==> config.mk <==
export PLATFORM = sky130hd
export DESIGN_NAME = pnr_fifo
export DESIGN_NICKNAME = d
export VERILOG_FILES = /design/src/hdl/pnr_fifo.sv
export SDC_FILE = /design/constraint.sdc
export NUM_CORES = 1
export LEC_CHECK = 0
export BUFFER_PORTS_ARGS = -buffer_cell sky130_fd_sc_hd__buf_2
export CELL_PAD_IN_SITES_DETAIL_PLACEMENT = 1
export CELL_PAD_IN_SITES_GLOBAL_PLACEMENT = 1
export CORE_ASPECT_RATIO = 0.7
export CORE_MARGIN = 2
export CORE_UTILIZATION = 47
export CTS_CLUSTER_DIAMETER = 60
export CTS_CLUSTER_SIZE = 12
export DETAILED_ROUTE_END_ITERATION = 10
export PLACE_DENSITY_LB_ADDON = 0.05
export SLEW_MARGIN = 10
export SYNTH_ARGS = -nofsm -noshare
export SYNTH_HDL_FRONTEND = slang
export SYNTH_SLANG_ARGS = --single-unit
==> constraint.sdc <==
create_clock -name clk -period 1.8 [get_ports clk]
set_input_delay 0.09 -clock clk [delete_from_list [all_inputs] [get_ports clk]]
set_output_delay 0.09 -clock clk [all_outputs]
set_load 0.05 [all_outputs]
==> src/hdl/pnr_fifo.sv <==
// Small register FIFO used for the command queue and the result queue.
// No package dependencies.
`default_nettype none

module pnr_fifo #(
	parameter int WIDTH = 8,
	parameter int DEPTH = 4
) (
	input  wire logic                       clk,
	input  wire logic                       arst_n,
	input  wire logic                       push,
	input  wire logic [WIDTH-1:0]           push_data,
	input  wire logic                       pop,
	output logic      [WIDTH-1:0]           head,
	output logic      [$clog2(DEPTH+1)-1:0] count
);
	localparam int PTR_W = $clog2(DEPTH);
	localparam int CNT_W = $clog2(DEPTH+1);

	logic [WIDTH-1:0] mem_q [DEPTH];
	logic [PTR_W-1:0] wr_ptr_q;
	logic [PTR_W-1:0] rd_ptr_q;
	logic [CNT_W-1:0] count_q;

	always_ff @(posedge clk or negedge arst_n) begin
		if (!arst_n) begin
			wr_ptr_q <= '0;
			rd_ptr_q <= '0;
			count_q  <= '0;
		end else begin
			if (push) begin
				wr_ptr_q <= (wr_ptr_q == PTR_W'(DEPTH-1)) ? '0 : wr_ptr_q + 1'b1;
			end
			if (pop) begin
				rd_ptr_q <= (rd_ptr_q == PTR_W'(DEPTH-1)) ? '0 : rd_ptr_q + 1'b1;
			end
			count_q <= count_q + CNT_W'(push) - CNT_W'(pop);
		end
	end

	always_ff @(posedge clk) begin
		if (push) begin
			mem_q[wr_ptr_q] <= push_data;
		end
	end

	assign head  = mem_q[rd_ptr_q];
	assign count = count_q;

`ifndef SYNTHESIS
	a_no_overflow: assert property (@(posedge clk) disable iff (!arst_n)
		push |-> (count_q < CNT_W'(DEPTH)) || pop)
		else $error("fifo push while full");
	a_no_underflow: assert property (@(posedge clk) disable iff (!arst_n)
		pop |-> count_q != '0)
		else $error("fifo pop while empty");
	a_count_track: assert property (@(posedge clk) disable iff (!arst_n)
		1'b1 |=> count_q == $past(count_q + CNT_W'(push) - CNT_W'(pop)))
		else $error("fifo count mismatch");
`endif

endmodule

`default_nettype wire

==> summary.log <==
qor: pwr.netSwitchingFraction 40.17%
qor: pwr.power_frac_seq 40.9%
qor: setup_path.critPathSlowestCell sky130_fd_sc_hd__mux4_2
qor: min_path.holdCritPathClass input pin to register
qor: global_route.use_met2 22.42%
qor: pwr.finalPower 3227 uW
qor: clocking.ctsHtreeMaxLevel 2
qor: setup_path.critPathArrivalTime 1.56 ns
qor: synthesis.postSynthCellCount 76
qor: synthesis.synthesis.area 0.001554 mm^2
qor: pwr.cellInternalPower 1931 uW
qor: clocking.clk_latency 0.29 ns
qor: clocking.cts.sink_count 39
qor: timing.fin_setup_tns 0 ns
qor: clocking.post-cts-setup-buffers 0
qor: clocking.clk_transition_reported_paths 0.07 ns
qor: floorplanning.floorplan.io_pins 23
qor: pwr.combinationalPowerShare 41.9%
qor: synthesis.synth_top_area_cell sky130_fd_sc_hd__edfxtp_1
qor: global_route.grt-ovfl-total 0
qor: final_layout.core_occupancy_in_the_finished_layout 57.91%
qor: synthesis.synth_cell_type_count 15
qor: final_layout.multiInputGateArea 381.6 um^2
qor: final_layout.final_cell_count_no_fill 145
qor: setup_path.timing.critical_path.required 1.71 ns
qor: floorplanning.placement_rows 17
qor: detailed_routing.drt_first_iter_violations 28
qor: place.global_placement_routability_congestion 0.6720
qor: timing.slew_of_the_pin_with_the_lowest_slew_margin 0.4669 ns
qor: final_layout.area_overhead_of_the_layout_relative_to_synthesis 17.31%
qor: setup_path.critical_path.startpoint_type register
qor: clocking.cts_root_buf sky130_fd_sc_hd__clkbuf_8
qor: detailed_routing.route.final.wire_length 2502 um
qor: detailed_routing.drc 0
qor: detailed_routing.wl_per_cell 17.26 um
qor: detailed_routing.drt_first_pass_iters 4
qor: detailed_routing.via_count 755
qor: setup_path.cp_cell_sequence buf_12 > mux4_2 > buf_2
qor: global_route.grt_start_max_net_pins 13
qor: floorplanning.initial_utilization 49.36%
qor: setup_path.crit_path_start rd_ptr_q[0]$_DFFE_PN0P_
qor: clocking.cts.repair.resized 0
qor: timing.report.final.hold_viol_count 0
qor: timing.period_minus_slack 1.653 ns
qor: timing.setup_viol 0
qor: synthesis.synth.cells.most_frequent 32 x sky130_fd_sc_hd__edfxtp_1, 8 x sky130_fd_sc_hd__mux4_2, 7 x sky130_fd_sc_hd__dfrtp_1, 7 x sky130_fd_sc_hd__ha_1, 6 x sky130_fd_sc_hd__inv_1
qor: detailed_routing.post_drt_via_cell_ratio 5.207
qor: min_path.min_from push_data[1]
qor: timing.holdWs 0.01410 ns
qor: synthesis.synth_sequential_area_ratio 73.11%
qor: floorplanning.die-width 72.73 um
qor: final_layout.antennaDiodeCount 0
qor: setup_path.max_stage_delay 0.52 ns
qor: global_route.groute.layer.met1.usage 20.55%
qor: global_route.grt_first_pass_wirelength 3829 um
qor: synthesis.synth_ff_type sky130_fd_sc_hd__edfxtp_1
qor: final_layout.final_layout_size_suffix_gt1_share 38.32%
qor: final_layout.nNetsFinal 126
qor: detailed_routing.route.antenna.remaining_nets 0
qor: global_route.grt_pass1_vias 759
qor: synthesis.synth.ff_latch_count 39
qor: synthesis.share_of_the_synthesized_area_in_the_top_cell_type 61.84%
qor: pwr.ir_worst_vdd 0.6262 mV
qor: clocking.cts_tree built
qor: synthesis.synth-edff-count 32
qor: synthesis.postSynth.asyncResetShare 17.95%
qor: clocking.post_cts_hold_buffer_count 1
qor: clocking.cts_buffers 5
qor: flow_run.cap_viol_max_count 0
qor: setup_path.type_of_the_worst_setup_path register to output port
qor: setup_path.worstSetupEndpointType output port
qor: place.io_buffers 22
qor: setup_path.timing.critical_path.max_delay_family multiplexers
qor: timing.layout_worst_path_cycle_share 91.83%
qor: setup_path.worst-path-buf-inv 2
qor: synthesis.mappedNetlistNets 96
qor: global_route.grt_util_all_layers 16.19%
qor: global_route.antenna_found_initial 0
qor: place.place.detailed.instances 135
qor: timing.report.final.slew_viol_count 0
qor: synthesis.yosys.cell_count.top_type sky130_fd_sc_hd__edfxtp_1
qor: pwr.clock_power_share 17.2%
qor: synthesis.post_synth.cell_area_avg 20.45 um^2
qor: outcome.status complete, no violations
qor: synthesis.synth.yosys.warnings 0
qor: timing.max_slew_margin 68.87%
qor: clocking.ctsLongestPathBuffers 2
qor: global_route.met3_global_route_usage 6.977%
qor: floorplanning.core_area 0.003148 mm^2
qor: setup_path.crit_fanout 11
qor: final_layout.fillerInstances 297
qor: timing.worst_clock_skew 0.005798 ns
qor: timing.grt_setup_unrepaired false
qor: pwr.power_per_cell_area 1770 mW/mm^2
qor: place.hpwl 1743 um
qor: floorplanning.die-height 52.11 um
qor: synthesis.post_synth_main_area_contributors sky130_fd_sc_hd__edfxtp_1 62%, sky130_fd_sc_hd__mux4_2 12%, sky130_fd_sc_hd__dfrtp_1 11%
qor: pwr.total_switching_power 1296 uW
qor: global_route.globalRoute.busiestLayer met2
qor: final_layout.register_area 0.001137 mm^2
qor: pwr.power.leakage 0.0006917 uW
qor: timing.fmax 605.0 MHz
qor: setup_path.regToRegStartpoint count[0]$_DFF_PN0_
qor: setup_path.setup.reg_to_reg.worst_slack 0.15 ns
qor: floorplanning.floorplan.die_area 0.003790 mm^2
## metal layers
metal,up-vias,wire length (um)
li1,347,-
met4,0,56
met5,-,0
met2,16,1172
met3,6,116
met1,386,1156
## power by group through the flow
| stage | clock [uW] | sequential (uW) | combinational, uW |
|---|---|---|---|
| after global routing | 611 | 1350 | 1460 |
| after global placement | 0 | 1330 | 1340 |
| after detailed placement | 0 | 1340 | 1380 |
| final | 556 | 1320 | 1350 |
| after floorplan | 0 | 1400 | 996 |
| after CTS | 575 | 1330 | 1380 |
## layout make-up
| type | instances | share of cell area, % |
|---|---|---|
| Sequential cell | 39 | 62.39 |
| Multi-Input combinational cell | 29 | 20.93 |
| Timing Repair Buffer | 25 | 8.236 |
| Clock buffer | 5 | 3.775 |
| Tap cell | 38 | 2.608 |
| Inverter | 6 | 1.235 |
| Clock inverter | 3 | 0.8236 |
## flip-flops by register name (all words and copies together), names as in the netlist
name      flops
mem_q        32
rd_ptr_q      2
count         3
wr_ptr_q      2
## final timing paths
kind,endpoint,cells after the start
setup / recovery,head[7],3
hold / removal,mem_q[3][1]$_DFFE_PP_,1
setup reg to reg,count[2]$_DFF_PN0_,8
hold reg to reg,count[2]$_DFF_PN0_,1
max in group asynchronous,count[0]$_DFF_PN0_,2
min in group asynchronous,wr_ptr_q[1]$_DFFE_PN0P_,2
## cell usage in the layout (no fill, tap or decap), drive strengths merged
cell type	count
mux4	8
nand2	1
o21ai	2
edfxtp	32
or3b	1
clkbuf	5
dlygate4sd3	2
ha	7
clkinv	2
xnor2	2
clkinvlp	1
nor2	1
dfrtp	7
mux2	2
fa	1
buf	23
inv	6
and2	4
## through the flow
stage,instance area (um^2),setup slack [ns]
floorplan,1558,0.01886
global placement,1719,0.2295
detailed placement,1719,0.1426
CTS,1813,0.1125
global route,1823,0.04488
finish,1823,0.1470
## cell families (layout without fill, tap and decap cells)
kind of cell / Yosys count / in the layout / synth area share, %
flops: 39 / 39 / 73.11
mux: 10 / 10 / 13.04
fa+ha+maj: 8 / 8 / 6.924
buf+inv: 8 / 39 / 2.496
simple gates: 7 / 7 / 2.656
compound gates: 2 / 2 / 0.6441
xor+xnor: 2 / 2 / 1.127
(Power assumes the default switching activity.)
