<file path="config.mk">
export PLATFORM = sky130hd
export DESIGN_NAME = pnr_regs
export DESIGN_NICKNAME = d
export VERILOG_FILES = /design/src/hdl/pnr_pkg.sv /design/src/hdl/pnr_regs.sv
export SDC_FILE = /design/constraint.sdc
export NUM_CORES = 1
export LEC_CHECK = 0
export ABC_AREA = 1
export BUFFER_PORTS_ARGS = -buffer_cell sky130_fd_sc_hd__buf_2
export CAP_MARGIN = 40
export CORE_ASPECT_RATIO = 1.5
export CORE_MARGIN = 2
export CORE_UTILIZATION = 28
export CTS_BUF_LIST = sky130_fd_sc_hd__clkbuf_4 sky130_fd_sc_hd__clkbuf_8 sky130_fd_sc_hd__clkbuf_16
export CTS_CLUSTER_DIAMETER = 150
export DETAILED_ROUTE_END_ITERATION = 7
export PLACE_DENSITY = 0.71
export SLEW_MARGIN = 0
export SYNTH_ARGS = -nofsm -noshare
export SYNTH_HDL_FRONTEND = slang
export SYNTH_SLANG_ARGS = --single-unit
</file>
<file path="constraint.sdc">
create_clock -name clk -period 0.9 [get_ports clk]
set_input_delay 0.09 -clock clk [delete_from_list [all_inputs] [get_ports clk]]
set_output_delay 0.09 -clock clk [all_outputs]
set_load 0.01 [all_outputs]
</file>
<file path="src/hdl/pnr_pkg.sv">
// Package for the palette nearest-neighbor resampler.
// Holds operation codes, register indexes and fixed field widths.
// No dependencies.
`default_nettype none

package pnr_pkg;

	localparam int ADDR_W  = 17;
	localparam int DIM_W   = 10;
	localparam int COLOR_W = 32;
	localparam int PIX_W   = 8;
	localparam int PAL_AW  = 8;
	localparam int PAL_DEPTH = 256;

	// Output image edge; the row and column fields are sized from it
	localparam int OUT_SIZE = 256;
	localparam int OUT_W    = $clog2(OUT_SIZE);

	// Item operation codes (code 3 is unused and yields a zero result)
	localparam logic [1:0] FN_PAL_WR = 2'd0;
	localparam logic [1:0] FN_FRM_WR = 2'd1;
	localparam logic [1:0] FN_PX_RD  = 2'd2;

	// Configuration register indexes
	localparam logic REG_COLS = 1'b0;
	localparam logic REG_ROWS = 1'b1;

	localparam logic [DIM_W-1:0] COLS_RESET = 10'd256;
	localparam logic [DIM_W-1:0] ROWS_RESET = 10'd256;

endpackage

`default_nettype wire

</file>
<file path="src/hdl/pnr_regs.sv">
// APB-style configuration registers: source width and height.
// Depends on pnr_pkg.
`default_nettype none

module pnr_regs (
	input  wire logic                        clk,
	input  wire logic                        arst_n,
	input  wire logic                        psel,
	input  wire logic                        penable,
	input  wire logic                        pwrite,
	input  wire logic [2:0]                  paddr,
	input  wire logic [31:0]                 pwdata,
	output logic      [31:0]                 prdata,
	output logic                             pready,
	output logic      [pnr_pkg::DIM_W-1:0]   cols,
	output logic      [pnr_pkg::DIM_W-1:0]   rows
);
	import pnr_pkg::*;

	logic [DIM_W-1:0] cols_q;
	logic [DIM_W-1:0] rows_q;
	logic             wr_en;

	assign wr_en  = psel && penable && pwrite;
	assign pready = 1'b1;

	always_ff @(posedge clk or negedge arst_n) begin
		if (!arst_n) begin
			cols_q <= COLS_RESET;
			rows_q <= ROWS_RESET;
		end else if (wr_en) begin
			unique case (paddr[2])
				REG_COLS: cols_q <= pwdata[DIM_W-1:0];
				REG_ROWS: rows_q <= pwdata[DIM_W-1:0];
				default: ;
			endcase
		end
	end

	assign prdata = (paddr[2] == REG_ROWS) ? {{(32-DIM_W){1'b0}}, rows_q}
	                                       : {{(32-DIM_W){1'b0}}, cols_q};
	assign cols = cols_q;
	assign rows = rows_q;

endmodule

`default_nettype wire

</file>
==> results.md, run 1 <==
- Nets@finish: between 200 and 300
- CP Cell Sequence: nand2_2 -> nand2_2 -> buf_6
- Clock-pin slew on the worst setup and hold paths: 0.07 ns
- Die ar.: 4590 µm²
- Yosys cell types: 12
- Launch point of the worst reg-to-reg path: rows[7]
- Vias in the first global route: roughly 970
- Maxcap violations: 0
- Final Slew Violations: 0
- Seq/Total Area, Yosys: 44.3%
- Final worst path period share: 121%
- P&R area growth vs syn: 34.8%
- First-pass GRT wire length: about 4.3 mm
- Critical Path End Type: output pin
- Clk buf depth: 2
- Detailed router's first-iteration violation count: 21
- Core Rows: 28
- Placed Area: 1350 µm²
- Initial Util: 29.0%
- Clk_lat worst skew: about 0.25 ns
- Vias per inst: 4.20
- Commonest non-fill, non-tap cell in the layout: nand2_1
- Mapped cell area: 1140 µm²
- PwrDens: 1840 nW/µm²
- Fin util: between 30% and 40%
- Filler cells: 435
- Leakage power: 0.933 nW
- Pre-CTS setup slack: 0.0138 ns
- Ports: 93
- Grt total ovfl: 0
- Final instance area: 1530 µm²
- Worst Path Buf+Inv: 1
- TritonCTS clock tree: done
- WL/cell: 10.4 µm
- R2R cell count: 4
- DRT Wirelength: 2.65 mm
- GPL Wtd Cong: ~0.68
- RSZ-0062 raised after global routing: yes
- Die H: 82.0 µm
- Worst Path Required: about 0.81 ns
- Core ar.: 3920 µm²
- Synthesized flop and latch total: 20
- Final count of negative-setup-slack endpoints: 14
- Hold Path End: rows[8]
- Hold path depth: 3
- Crit-path most repeated cell: nand2_2
- Residual DRC count: 0
- CTS root buffer: clkbuf_8
- Min-delay src: pwdata[8]
- Initial DRT Pass Iterations: 4
- Slowest CP cell: dfstp_2
- Post-Synthesis Mean Instance Area: 7.73 µm²
- Gr usage total: 12.0%
- Sequential standard cell area: 503 µm²
- Hold Fails Final Rpt: 0
- Worst EP arrival: 1.00 ns
- Htree depth: 1
- Failing checks: negative setup slack
- Most frequent cells in the layout: 68 x nand2_1, 42 x buf_2, 23 x conb_1
- Initial antenna violation count: 0
- Crit-path leading delay family: flip-flops
- Largest net degree at the start of global routing: 21
- Max Freq: 916 MHz
- Area occupied by multi-input gates: 492 µm²
- Worst setup margin: -0.192 ns
- Chip width: roughly 56 µm
- Critical Setup Path Class: reg -> out
- Detailed Place HPWL: 1.94 mm
- Warnings, synthesis: 0
- Largest stage delay on the critical path: between 0.5 and 0.6 ns
- Clock skew: 0 ns
- Post-Syn Instances: 147
- Fin crit period: 1.09 ns
- PortBufs: 45
- Antenna viol nets, final: 0
- VDD IR-drop max: 836 µV
- Worst R2R End: rows[7]
- Via Count: 1066
- Critical Path Fanout Max: 3
- Worst R2R Setup Slack: 0.06 ns
- Status: finished, violations left
- Layout cells sized above 1: around 37%
- Startpoint Class: register
- CTS sink cnt: 20
- Diodes inserted: 0
- CTS Buf Count: 3
- Min-delay worst type: in -> reg
state kept, by name, indices dropped and copies added, names as in the netlist:
register and cells:
rows 10, cols 10
worst register-to-register path, cell delays in order, from the launching register on:
cell and delay [ns]:
dfrtp_1 0.39, buf_4 0.13, buf_4 0.12, nand2_1 0.05
nand2_1 0.04
power by group:
part / switching, W / internal [W] / leakage, nW
clock: 0.000281 / 0.000344 / 0.0262
sequential: 0.000126 / 0.00108 / 0.247
combinational: 0.000503 / 0.000478 / 0.660
metrics by stage:
| step | std cells | hold WS, ns | TNS [ns] | power [W] |
|---|---|---|---|---|
| 3_3_place_gp | 237 | 0.0603 | 0 | 0.00200 |
| 5_1_grt | 254 | 0.0644 | -2.23 | 0.00302 |
| 2_1_floorplan | 168 | -0.206 | 0 | 0.00171 |
| 4_1_cts | 248 | 0.0653 | -1.25 | 0.00273 |
| 3_5_place_dp | 237 | 0.0655 | 0 | 0.00202 |
| 6_report | 254 | 0.0663 | -1.25 | 0.00281 |
worst max path at each step:
stage / start / slack [ns] / endpoint / depth (start not counted)
2_1_floorplan: cols[8] / 0.12 / prdata[8] / 2
3_3_place_gp: paddr[2] / 0.03 / prdata[9] / 6
3_5_place_dp: paddr[2] / 0.01 / cols[2] / 6
4_1_cts: cols[8] / -0.21 / prdata[8] / 3
5_1_grt: rows[8] / -0.25 / prdata[8] / 3
6_report: rows[8] / -0.19 / prdata[8] / 3
area by class of cell:
| cell class | instances | share of cell area [%] |
|---|---|---|
| clock buffers | 4 | 3.19 |
| flip-flops and latches | 20 | 32.8 |
| multi-input cells | 117 | 32.1 |
| inverters | 2 | 0.490 |
| repair buffers | 66 | 27.7 |
| well taps | 45 | 3.68 |
logic make-up (layout without fill, tap and decap cells):
logic type             Yosys count  in the layout  synth area share [%]
and+or+nand+nor                 94             94                  35.0
buffers and inverters           31             72                  20.0
DFF                             20             20                  44.3
other                            2             23                 0.661
layer usage:
metal | track usage [%] | vias to the layer above | wire, µm | share of wire [%]
li1 | - | 535 | - | -
met1 | 14.3 | 487 | 1090 | 41
met2 | 20.9 | 42 | 1370 | 52
met3 | 1.73 | 2 | 167 | 6.3
met4 | 6.43 | 0 | 19 | 0.72
met5 | 0 | - | 0 | 0
Yosys cell counts, drive strengths merged:
| cell type | count | area, µm² |
|---|---|---|
| dfrtp | 18 | 450 |
| nand2 | 71 | 267 |
| dfstp | 2 | 52.6 |
| conb | 2 | 7.51 |
| nor2 | 1 | 6.26 |
| nand4 | 2 | 25.0 |
| nand3 | 20 | 100 |
| buf | 29 | 220 |
| inv | 2 | 7.50 |
timing repair:
| action | 4_1_cts | 5_1_grt |
|---|---|---|
| pin swaps | 18 | 6 |
| endpoints found under the setup margin | 18 | 29 |
| resized for setup | 1 | 7 |
| hold buffers | 1 | 0 |
| buffers inserted | 6 | 6 |
| hold endpoints to repair | 18 | 0 |
No activity file was read; power rests on OpenSTA's default activity.
==> run 2, diff against run 1 <==
- SETUP_SLACK_MARGIN: unset -> 0.1
==> run 2 against run 1 <==
The run still ends with negative setup slack left; combinational power up 1%; critical path depth unchanged; die area unchanged; count of clock-buffer cells in the layout unchanged; largest cell class unchanged.
==> results.md, run 2 (synthesis gave the netlist of run 1 again) <==
- Status: finished, violations left
- Failing checks: negative setup slack
- Tot Pwr: 0.00282 W
- WL/cell: about 10 µm
- Initial antenna violation count: 0
- Final worst path period share: 121%
- Min-delay src: pwdata[8]
- Crit path depth: 3
- VDD IR-drop max: 836 µV
- Most frequent cells in the layout: 67 x nand2_1, 42 x buf_2, 23 x conb_1
- Worst Path Buf+Inv: 1
- Filler cells: between 400 and 500
- Layout cells sized above 1: between 30% and 40%
- Die ar.: 4590 µm²
- Commonest non-fill, non-tap cell in the layout: nand2_1
- Hold Fails Final Rpt: 0
- Clk buf depth: 2
- Via Count: 1072
- Clock skew: 0 ns
- Sequential standard cell area: 503 µm²
- Crit-path leading delay family: flip-flops
- Worst R2R Setup Slack: about 0.080 ns
- Pre-CTS setup slack: between 0.01 and 0.015 ns
- Total Neg Setup Slack: -1.24 ns
- Gr usage total: 12.0%
- Final Slew Violations: 0
- Residual DRC count: 0
- DRT Wirelength: 2.66 mm
- PwrDens: 1840 nW/µm²
- Detailed router's first-iteration violation count: 23
- Core ar.: 3920 µm²
- First-pass GRT wire length: 4.33 mm
- Largest stage delay on the critical path: 0.55 ns
- Ports: 93
- Critical Path Fanout Max: 3
- Detailed Place HPWL: just under 2 mm
- Crit-path most repeated cell: nand2_2
- Worst Path Required: approximately 0.81 ns
- Antenna viol nets, final: 0
- Final count of negative-setup-slack endpoints: 14
- RSZ-0062 raised after global routing: yes
- CTS sink cnt: 20
- Clk_lat worst skew: 0.25 ns
- Clock-pin slew on the worst setup and hold paths: 0.07 ns
- Area occupied by multi-input gates: 494 µm²
- Critical Setup Path Class: reg -> out
- CP Cell Sequence: nand2_2 -> nand2_2 -> buf_6
- Max Freq: around 900 MHz
- Maxcap violations: 0
- Leakage power: roughly 0.93 nW
- Grt total ovfl: 0
- Initial DRT Pass Iterations: 4
- Die H: 82.0 µm
- Fin crit period: 1.09 ns
- Vias per inst: 4.22
- CTS Buf Count: 3
- Launch point of the worst reg-to-reg path: rows[7]
- PortBufs: 45
- Nets@finish: between 200 and 300
- GPL Wtd Cong: 0.677
- Worst R2R End: rows[7]
- Core Rows: 28
- TritonCTS clock tree: done
- Vias in the first global route: 968
- Min-delay worst type: in -> reg
- Htree depth: 1
- Worst EP arrival: 1.00 ns
- Critical path endpoint: prdata[8]
- Chip width: 56.0 µm
- Largest net degree at the start of global routing: 21
- CP startpoint: rows[8]
- CTS root buffer: clkbuf_8
- Diodes inserted: 0
- R2R cell count: 4
- Initial Util: roughly 29%
- Critical Path End Type: output pin
- P&R area growth vs syn: 35.4%
- Slowest CP cell: dfstp_2
- Startpoint Class: register
- Worst setup margin: -0.192 ns
==> run 2: repair_timing <==
action | CTS | global route
resized for setup | 1 | 9
pin swaps | 18 | 7
endpoints found under the hold margin | 18 | 0
hold buffers | 1 | 0
endpoints found under the setup margin | 30 | 30
buffers inserted | 6 | 6
==> run 2: per-layer routing <==
layer	GRT usage, %	up-vias	part of all wire (%)
li1	-	535	-
met3	1.73	2	6.3
met5	0	-	0
met4	6.43	0	0.71
met1	14.3	493	40
met2	20.9	42	53
==> run 2: power by group <==
group	switching, W	internal, W	total, W
Combinational	0.000506	0.000485	0.000992
Clock	0.000280	0.000344	0.000624
Sequential	0.000126	0.00108	0.00121
Total	0.000912	0.00191	0.00282
==> run 2: area by class of cell <==
type | instances | share of cell area (%)
sequential | 20 | 32.7
inverter | 2 | 0.488
timing repair buffer | 66 | 27.8
tap | 45 | 3.66
clock buffer | 4 | 3.17
multi-input combinational | 117 | 32.1
==> run 2: worst min path at each step <==
stage / slack, ns / to / depth (start not counted)
final: 0.07 / rows[8] / 3
after global routing: 0.06 / cols[8] / 3
after CTS: 0.07 / rows[8] / 3
after detailed placement: 0.07 / rows[0] / 1
after global placement: 0.06 / rows[0] / 1
after floorplan: -0.21 / cols[0] / 0
==> run 2: worst min-delay path: cells and delay by family <==
| family | cells | cell delay, ns |
|---|---|---|
| buf+inv | 1 | 0.11 |
| simple gates | 2 | 0.12 |
==> run 2: through the flow <==
step           cell area, µm²  util (%)  cells  hold slack, ns
6_report                 1540      39.2    254          0.0663
3_3_place_gp             1350      34.4    237          0.0603
5_1_grt                  1540      39.2    254          0.0644
2_1_floorplan            1210         -    168          -0.206
4_1_cts                  1460      37.1    248          0.0653
3_5_place_dp             1350      34.4    237          0.0655
