### src/hdl/pnr_pkg.sv
// Package for the palette nearest-neighbor resampler.
// Holds operation codes, register indexes and fixed field widths.
// No dependencies.
`default_nettype none

package pnr_pkg;

	localparam int ADDR_W  = 17;
	localparam int DIM_W   = 10;
	localparam int COLOR_W = 32;
	localparam int PIX_W   = 8;
	localparam int PAL_AW  = 8;
	localparam int PAL_DEPTH = 256;

	// Output image edge; the row and column fields are sized from it
	localparam int OUT_SIZE = 256;
	localparam int OUT_W    = $clog2(OUT_SIZE);

	// Item operation codes (code 3 is unused and yields a zero result)
	localparam logic [1:0] FN_PAL_WR = 2'd0;
	localparam logic [1:0] FN_FRM_WR = 2'd1;
	localparam logic [1:0] FN_PX_RD  = 2'd2;

	// Configuration register indexes
	localparam logic REG_COLS = 1'b0;
	localparam logic REG_ROWS = 1'b1;

	localparam logic [DIM_W-1:0] COLS_RESET = 10'd256;
	localparam logic [DIM_W-1:0] ROWS_RESET = 10'd256;

endpackage

`default_nettype wire

### src/hdl/pnr_front.sv
// Front end: accepts items and works out the frame address for each one.
// Two stages: scale products, then row-major address. Depends on pnr_pkg.
`default_nettype none

module pnr_front #(
	parameter int OUT_W    = 8,
	parameter int FRAME_AW = 17,
	parameter int QDEPTH   = 4
) (
	input  wire logic                         clk,
	input  wire logic                         arst_n,
	input  wire logic                         in_valid,
	output logic                              in_ready,
	input  wire logic [1:0]                   in_func,
	input  wire logic [pnr_pkg::ADDR_W-1:0]   in_addr,
	input  wire logic [pnr_pkg::COLOR_W-1:0]  in_wdata,
	input  wire logic [OUT_W-1:0]             in_row,
	input  wire logic [OUT_W-1:0]             in_col,
	input  wire logic [pnr_pkg::DIM_W-1:0]    cols,
	input  wire logic [pnr_pkg::DIM_W-1:0]    rows,
	input  wire logic [$clog2(QDEPTH+1)-1:0]  q_count,
	output logic                              cmd_valid,
	output logic      [1:0]                   cmd_func,
	output logic      [FRAME_AW-1:0]          cmd_faddr,
	output logic      [pnr_pkg::COLOR_W-1:0]  cmd_wdata
);
	import pnr_pkg::*;

	localparam int RP_W  = OUT_W + DIM_W;
	localparam int CP_W  = OUT_W + 1 + DIM_W;
	localparam int SUM_W = 2*DIM_W + 1;

	logic                v_s1, v_s2;
	logic [1:0]          func_s1, func_s2;
	logic [ADDR_W-1:0]   addr_s1;
	logic [COLOR_W-1:0]  wdata_s1, wdata_s2;
	logic [RP_W-1:0]     rowp_s1;
	logic [CP_W-1:0]     colp_s1;
	logic [FRAME_AW-1:0] faddr_s2;

	logic                accept;
	logic [DIM_W-1:0]    srow;
	logic [DIM_W-1:0]    scol;
	logic [SUM_W-1:0]    rd_addr;

	// Reserve queue room for everything in flight plus the new item
	assign in_ready = (int'(q_count) + int'(v_s1) + int'(v_s2)) < QDEPTH;
	assign accept   = in_valid && in_ready;

	always_ff @(posedge clk or negedge arst_n) begin
		if (!arst_n) begin
			v_s1 <= 1'b0;
			v_s2 <= 1'b0;
		end else begin
			v_s1 <= accept;
			v_s2 <= v_s1;
		end
	end

	// Stage 1: row and column scale products
	always_ff @(posedge clk) begin
		func_s1  <= in_func;
		addr_s1  <= in_addr;
		wdata_s1 <= in_wdata;
		rowp_s1  <= RP_W'(in_row) * RP_W'(rows);
		colp_s1  <= CP_W'({in_col, 1'b1}) * CP_W'(cols);
	end

	assign srow    = rowp_s1[OUT_W +: DIM_W];
	assign scol    = colp_s1[OUT_W+1 +: DIM_W];
	assign rd_addr = SUM_W'(srow) * SUM_W'(cols) + SUM_W'(scol);

	// Stage 2: frame address, wrapped to the store depth
	always_ff @(posedge clk) begin
		func_s2  <= func_s1;
		wdata_s2 <= wdata_s1;
		case (func_s1)
			FN_PX_RD: faddr_s2 <= FRAME_AW'(rd_addr);
			default:  faddr_s2 <= FRAME_AW'(addr_s1);
		endcase
	end

	assign cmd_valid = v_s2;
	assign cmd_func  = func_s2;
	assign cmd_faddr = faddr_s2;
	assign cmd_wdata = wdata_s2;

endmodule

`default_nettype wire

### config.mk
export PLATFORM = sky130hd
export DESIGN_NAME = pnr_front
export DESIGN_NICKNAME = d
export VERILOG_FILES = /design/src/hdl/pnr_pkg.sv /design/src/hdl/pnr_front.sv
export SDC_FILE = /design/constraint.sdc
export NUM_CORES = 1
export LEC_CHECK = 0
export BUFFER_PORTS_ARGS = -buffer_cell sky130_fd_sc_hd__buf_2
export CAP_MARGIN = 40
export CORE_MARGIN = 4
export CORE_UTILIZATION = 40
export DETAILED_ROUTE_END_ITERATION = 16
export PLACE_DENSITY_LB_ADDON = 0.05
export REMOVE_ABC_BUFFERS = 1
export SYNTH_ARGS = -nofsm -noshare
export SYNTH_HDL_FRONTEND = slang
export SYNTH_SLANG_ARGS = --single-unit
### constraint.sdc
create_clock -name clk -period 5.7 [get_ports clk]
set_clock_uncertainty 0.1 [all_clocks]
set_input_delay 0.855 -clock clk [delete_from_list [all_inputs] [get_ports clk]]
set_output_delay 0.855 -clock clk [all_outputs]
set_load 0.05 [all_outputs]
==> impl_metrics.env, run 1 <==
export IMPL_run_status="finished, final reports clean"
export IMPL_cts_htree_levels=4
export IMPL_min_period_over_period_pct=91.7
export IMPL_worstPathMaxFanout=7
export IMPL_worst_path_max_delay_cell="dfxtp_1"
export IMPL_synth_common_cells="251 x inv_1, 173 x fa_1, 160 x nand2_1"
export IMPL_layout_cells_non_filler=1690
export IMPL_core_um2=27100
export IMPL_initial_core_util_pct=40.8
export IMPL_diodes=0
export IMPL_worstPathCellList="nand2_1 -> fa_1 -> inv_1 -> fa_1 -> inv_1 -> fa_1 -> inv_1 -> fa_1 -> inv_1 -> fa_1 -> inv_1 -> ha_1 -> a2111oi_0 -> o21ai_1 -> a31oi_1 -> xor2_1 -> o21ai_1"
export IMPL_drc_errors=0
export IMPL_syn_area_per_cell_um2=9.57
export IMPL_finalHoldViolations=0
export IMPL_numPortBuffers=145
export IMPL_crit_family="adder cells"
export IMPL_achievable_frequency_mhz=191
export IMPL_slew_headroom_pct=61.9
export IMPL_final_util_pct=47.8
export IMPL_synth_most_common_cell="inv_1"
export IMPL_io_pins=146
export IMPL_synthTopCellsByArea="fa_1 31%, dfxtp_1 22%, ha_1 13%"
export IMPL_dr_total_vias=7617
export IMPL_synthArstFlopShare_pct=1.61
export IMPL_synth_area_leader_cell="fa_1"
export IMPL_setup_tns_ps=0
export IMPL_place_inst=1659
export IMPL_gp_congestion=0.836
export IMPL_setup_viol=0
export IMPL_nets=1687
export IMPL_cp_start_kind="flop"
export IMPL_synth_cell_type_count=51
export IMPL_grt_max_degree=21
export IMPL_clk_pin_slew_ps=60
export IMPL_grt_first_pass_wirelength_um=41600
export IMPL_ys_warn_count=0
export IMPL_crit_arrival_ps=5430
export IMPL_tightest_slew_ps=570
export IMPL_ys_seq_elements=124
export IMPL_slew_viol_final=0
export IMPL_critical_path_class="reg -> reg"
export IMPL_synth_edf_count=0
export IMPL_die_w_um=174
export IMPL_dr_pass1_iters=4
export IMPL_worst_path_buf_inv=5
export IMPL_die_height_um=174
export IMPL_min_period_ps=5230
export IMPL_die_area_um2=30400
export IMPL_synth_ff_type="dfxtp_1"
export IMPL_grt_setup_unrepaired="no"
export IMPL_drt_wl_total_um=25200
export IMPL_place_hpwl_um=21600
export IMPL_slowest_delay_ps=580
export IMPL_vias_per_cell=4.51
export IMPL_syn_inst=1157
export IMPL_ctsLongestPathBuffers=2
export IMPL_post_cts_buffers=0
export IMPL_root_buffer="clkbuf_16"
export IMPL_clk_latency_ps=410
export IMPL_clkSinkCount=124
export IMPL_drt_iter0_drc=303
export IMPL_ctsHoldBuffers=0
export IMPL_worst_endpoint_required_ps=5900
export IMPL_wl_per_cell_um=14.9
export IMPL_antenna_left=0
export IMPL_hold_path_class="in -> async"
export IMPL_syn_area_um2=11100
export IMPL_end_kind="flop"
export IMPL_synth_top_cell_area_share_pct=31.3
export IMPL_cts_tree="done"
export IMPL_grt_usage_pct=17.3
export IMPL_cap_violations=0
export IMPL_numCtsBuffers=17
export IMPL_synth_seq_area_share_pct=22.5
export IMPL_drive_gt1_share_pct=16.4
export IMPL_grt_pass1_vias=8030
export IMPL_holdWs_ps=119
export IMPL_core_rowCount=60
export IMPL_grt_overflow_total=0
export IMPL_cts_resized=0
export IMPL_area_delta_synth_final_pct=16.9
export IMPL_antenna_found_initial=0
[layout make-up]
type / count / area, µm²
clock buffers: 18 / 439
clock inverters: 13 / 191
fillers: 2694 / 14200
inverters: 251 / 942
multi-input cells: 739 / 7470
flip-flops and latches: 124 / 2490
well taps: 372 / 465
repair buffers: 173 / 943
[registers in the layout, summed over array words and instances, names as in the netlist, 2 cells and up]
signal     cells
addr_s1       17
cmd_faddr     17
cmd_func       2
cmd_wdata     32
colp_s1       10
func_s1        2
rowp_s1       10
wdata_s1      32
[worst paths after layout]
path / end / slack [ps] / from / depth (start not counted)
setup / recovery: cmd_faddr[11] / 470 / rowp_s1[13] / 17
hold / removal: v_s1 / 120 / arst_n / 1
setup reg to reg: cmd_faddr[11] / 470 / rowp_s1[13] / 17
hold reg to reg: cmd_wdata[14] / 220 / wdata_s1[14] / 0
max in group asynchronous: cmd_valid / 5290 / arst_n / 1
min in group clk: cmd_wdata[14] / 220 / wdata_s1[14] / 0
[through the flow]
stage / worst slack [ps] / instance area [µm²]
after floorplan: 499 / 10900
after global placement: 87.9 / 12300
after detailed placement: 80.8 / 12300
after CTS: 440 / 12900
after global routing: 169 / 12900
final: 471 / 12900
[layout by cell type, fill, tap and decap left out, types with 5 or more instances in the layout]
cell / count
nand2_1: 160
ha_1: 115
nor2_1: 16
o21ai_1: 14
xnor2_1: 21
buf_2: 145
clkbuf_16: 17
dfxtp_1: 122
buf_4: 27
a21oi_1: 15
a21o_1: 9
o21ai_0: 10
a31oi_1: 6
inv_1: 251
and2_1: 127
o21a_1: 5
nor2b_1: 5
xor2_1: 15
fa_1: 173
[logic make-up (layout without fill, tap and decap cells)]
kind of cell / after synthesis / count (layout) / synth area share, %
and+or+nand+nor: 329 / 329 / 14.7
xor gates and xnor gates: 36 / 36 / 2.85
DFF: 124 / 124 / 22.5
AOI/OAI and AO/OA: 86 / 86 / 5.64
adders and majority gates: 288 / 288 / 44.3
buffers and inverters: 294 / 455 / 10.0
[per-layer routing]
layer | GRT usage [%] | up-vias | wire (µm)
met5 | 0 | - | 0
met1 | 22.5 | 3697 | 11400
met2 | 29.3 | 148 | 12400
met4 | 4.16 | 0 | 332
li1 | - | 3751 | -
met3 | 3.85 | 21 | 1090
Power of run 1 is not shown: default switching activity piles up to over one toggle a cycle in this logic, so the estimate is an artifact.
==> run 2, diff against run 1 <==
BUFFER_PORTS_ARGS = -buffer_cell sky130_fd_sc_hd__clkbuf_2   (was -buffer_cell sky130_fd_sc_hd__buf_2)
==> run 2 against run 1 <==
Critical path depth decreased by 2. Die area unchanged. Worst hold slack got worse by 5.4 ps. Critical path type unchanged.
==> impl_metrics.env, run 2 (synthesized netlist as in run 1, its figures left out) <==
export IMPL_ctsHoldBuffers=0
export IMPL_slowest_delay_ps=620
export IMPL_setup_tns_ps=0
export IMPL_core_um2=27100
export IMPL_place_hpwl_um=20600
export IMPL_min_period_over_period_pct=91.1
export IMPL_clk_pin_slew_ps=60
export IMPL_end_kind="flop"
export IMPL_final_util_pct=47.6
export IMPL_achievable_frequency_mhz=193
export IMPL_drive_gt1_share_pct=16.3
export IMPL_worstPathMaxFanout=10
export IMPL_grt_pass1_vias=7952
export IMPL_r2r_cells=15
export IMPL_cts_resized=0
export IMPL_area_delta_synth_final_pct=16.5
export IMPL_drt_wl_total_um=24300
export IMPL_run_status="finished, final reports clean"
export IMPL_core_rowCount=60
export IMPL_grt_usage_pct=16.9
export IMPL_slew_headroom_pct=59.5
export IMPL_dr_total_vias=7621
export IMPL_cp_common_cell="fa_1"
export IMPL_critical_path_class="reg -> reg"
export IMPL_cts_htree_levels=4
export IMPL_crit_arrival_ps=5380
export IMPL_clkSinkCount=124
export IMPL_vias_per_cell=4.51
export IMPL_cts_tree="done"
export IMPL_slew_viol_final=0
export IMPL_numCtsBuffers=17
export IMPL_layout_commonest_cell="inv_1"
export IMPL_min_period_ps=5190
export IMPL_gp_congestion=0.809
export IMPL_worstPathCellList="and2_1 -> fa_1 -> fa_1 -> fa_1 -> fa_1 -> inv_1 -> fa_1 -> inv_1 -> ha_1 -> a21o_1 -> a2111oi_4 -> nor2_1 -> a211oi_2 -> xnor2_1 -> o21ai_1"
export IMPL_grt_first_pass_wirelength_um=41300
export IMPL_initial_core_util_pct=40.8
export IMPL_tightest_slew_ps=606
export IMPL_hold_path_class="in -> async"
export IMPL_r2r_start="rowp_s1[10]"
export IMPL_clk_latency_ps=420
export IMPL_die_w_um=174
export IMPL_root_buffer="clkbuf_16"
export IMPL_mostFrequentLayoutCells="251 x inv_1, 173 x fa_1, 160 x nand2_1, 145 x clkbuf_2, 127 x and2_1"
export IMPL_grt_overflow_total=0
export IMPL_setup_viol=0
export IMPL_finalHoldViolations=0
export IMPL_die_height_um=174
export IMPL_cp_start_kind="flop"
export IMPL_r2r_end="cmd_faddr[16]"
export IMPL_worst_endpoint_required_ps=5890
export IMPL_grt_max_degree=19
export IMPL_numPortBuffers=145
export IMPL_dr_pass1_iters=4
export IMPL_post_cts_buffers=0
export IMPL_worst_path_max_delay_cell="dfxtp_1"
export IMPL_ctsLongestPathBuffers=2
export IMPL_cap_violations=0
export IMPL_startpoint="rowp_s1[10]"
export IMPL_antenna_left=0
export IMPL_reg2reg_slack_ps=510
export IMPL_grt_setup_unrepaired="no"
export IMPL_io_pins=146
export IMPL_antenna_found_initial=1
export IMPL_drc_errors=0
export IMPL_wl_per_cell_um=14.4
export IMPL_die_area_um2=30400
export IMPL_nets=1684
export IMPL_drt_iter0_drc=257
==> run 2: cell count changes in the layout (fill, tap and decap cells not counted) <==
cell,delta
clkinvlp_4,+1
inv_8,+1
clkinv_4,+1
clkbuf_2,+145
buf_4,-3
inv_6,+1
diode_2,+1
buf_2,-145
clkinv_2,-1
bufinv_16,-2
==> run 2: worst max-delay path by stage <==
stage	cells after the start	endpoint	slack [ps]
finish	15	cmd_faddr[16]	510
global route	18	cmd_faddr[11]	160
CTS	15	cmd_faddr[12]	490
detailed placement	18	cmd_faddr[11]	80
global placement	18	cmd_faddr[11]	90
floorplan	17	cmd_faddr[11]	500
==> run 2: worst max-delay path, delay by kind of cell, from the launching register on <==
kind / cells / cell delay (ps)
fa+ha+maj: 6 / 2850
simple gates: 2 / 320
flops: 1 / 620
compound gates: 4 / 900
buf+inv: 2 / 110
xor+xnor: 1 / 150
==> run 2: area by class of cell <==
type / count / area (µm²)
inverters: 251 / 942
repair buffers: 170 / 921
clock buffers: 18 / 439
flip-flops and latches: 124 / 2490
diodes: 1 / 2.50
clock inverters: 14 / 163
multi-input cells: 739 / 7470
well taps: 372 / 465
fillers: 2695 / 14200
==> run 2: through the flow <==
| stage | setup slack (ps) | hold WS [ps] | area (µm²) | instances |
|---|---|---|---|---|
| final | 506 | 113 | 12900 | 1689 |
| after CTS | 494 | 86.1 | 12900 | 1688 |
| after global placement | 88.2 | 210 | 12300 | 1655 |
| after floorplan | 499 | 210 | 10900 | 1114 |
| after global routing | 157 | 86.9 | 12900 | 1689 |
| after detailed placement | 84.5 | 212 | 12300 | 1656 |
==> run 2: per-layer routing <==
| metal | global-route usage (%) | share of wire (%) |
|---|---|---|
| met5 | 0 | 0 |
| met4 | 3.89 | 1.2 |
| met2 | 28.3 | 49 |
| met3 | 2.96 | 4.3 |
| met1 | 22.8 | 46 |
Power of run 2 is left out for the same reason.
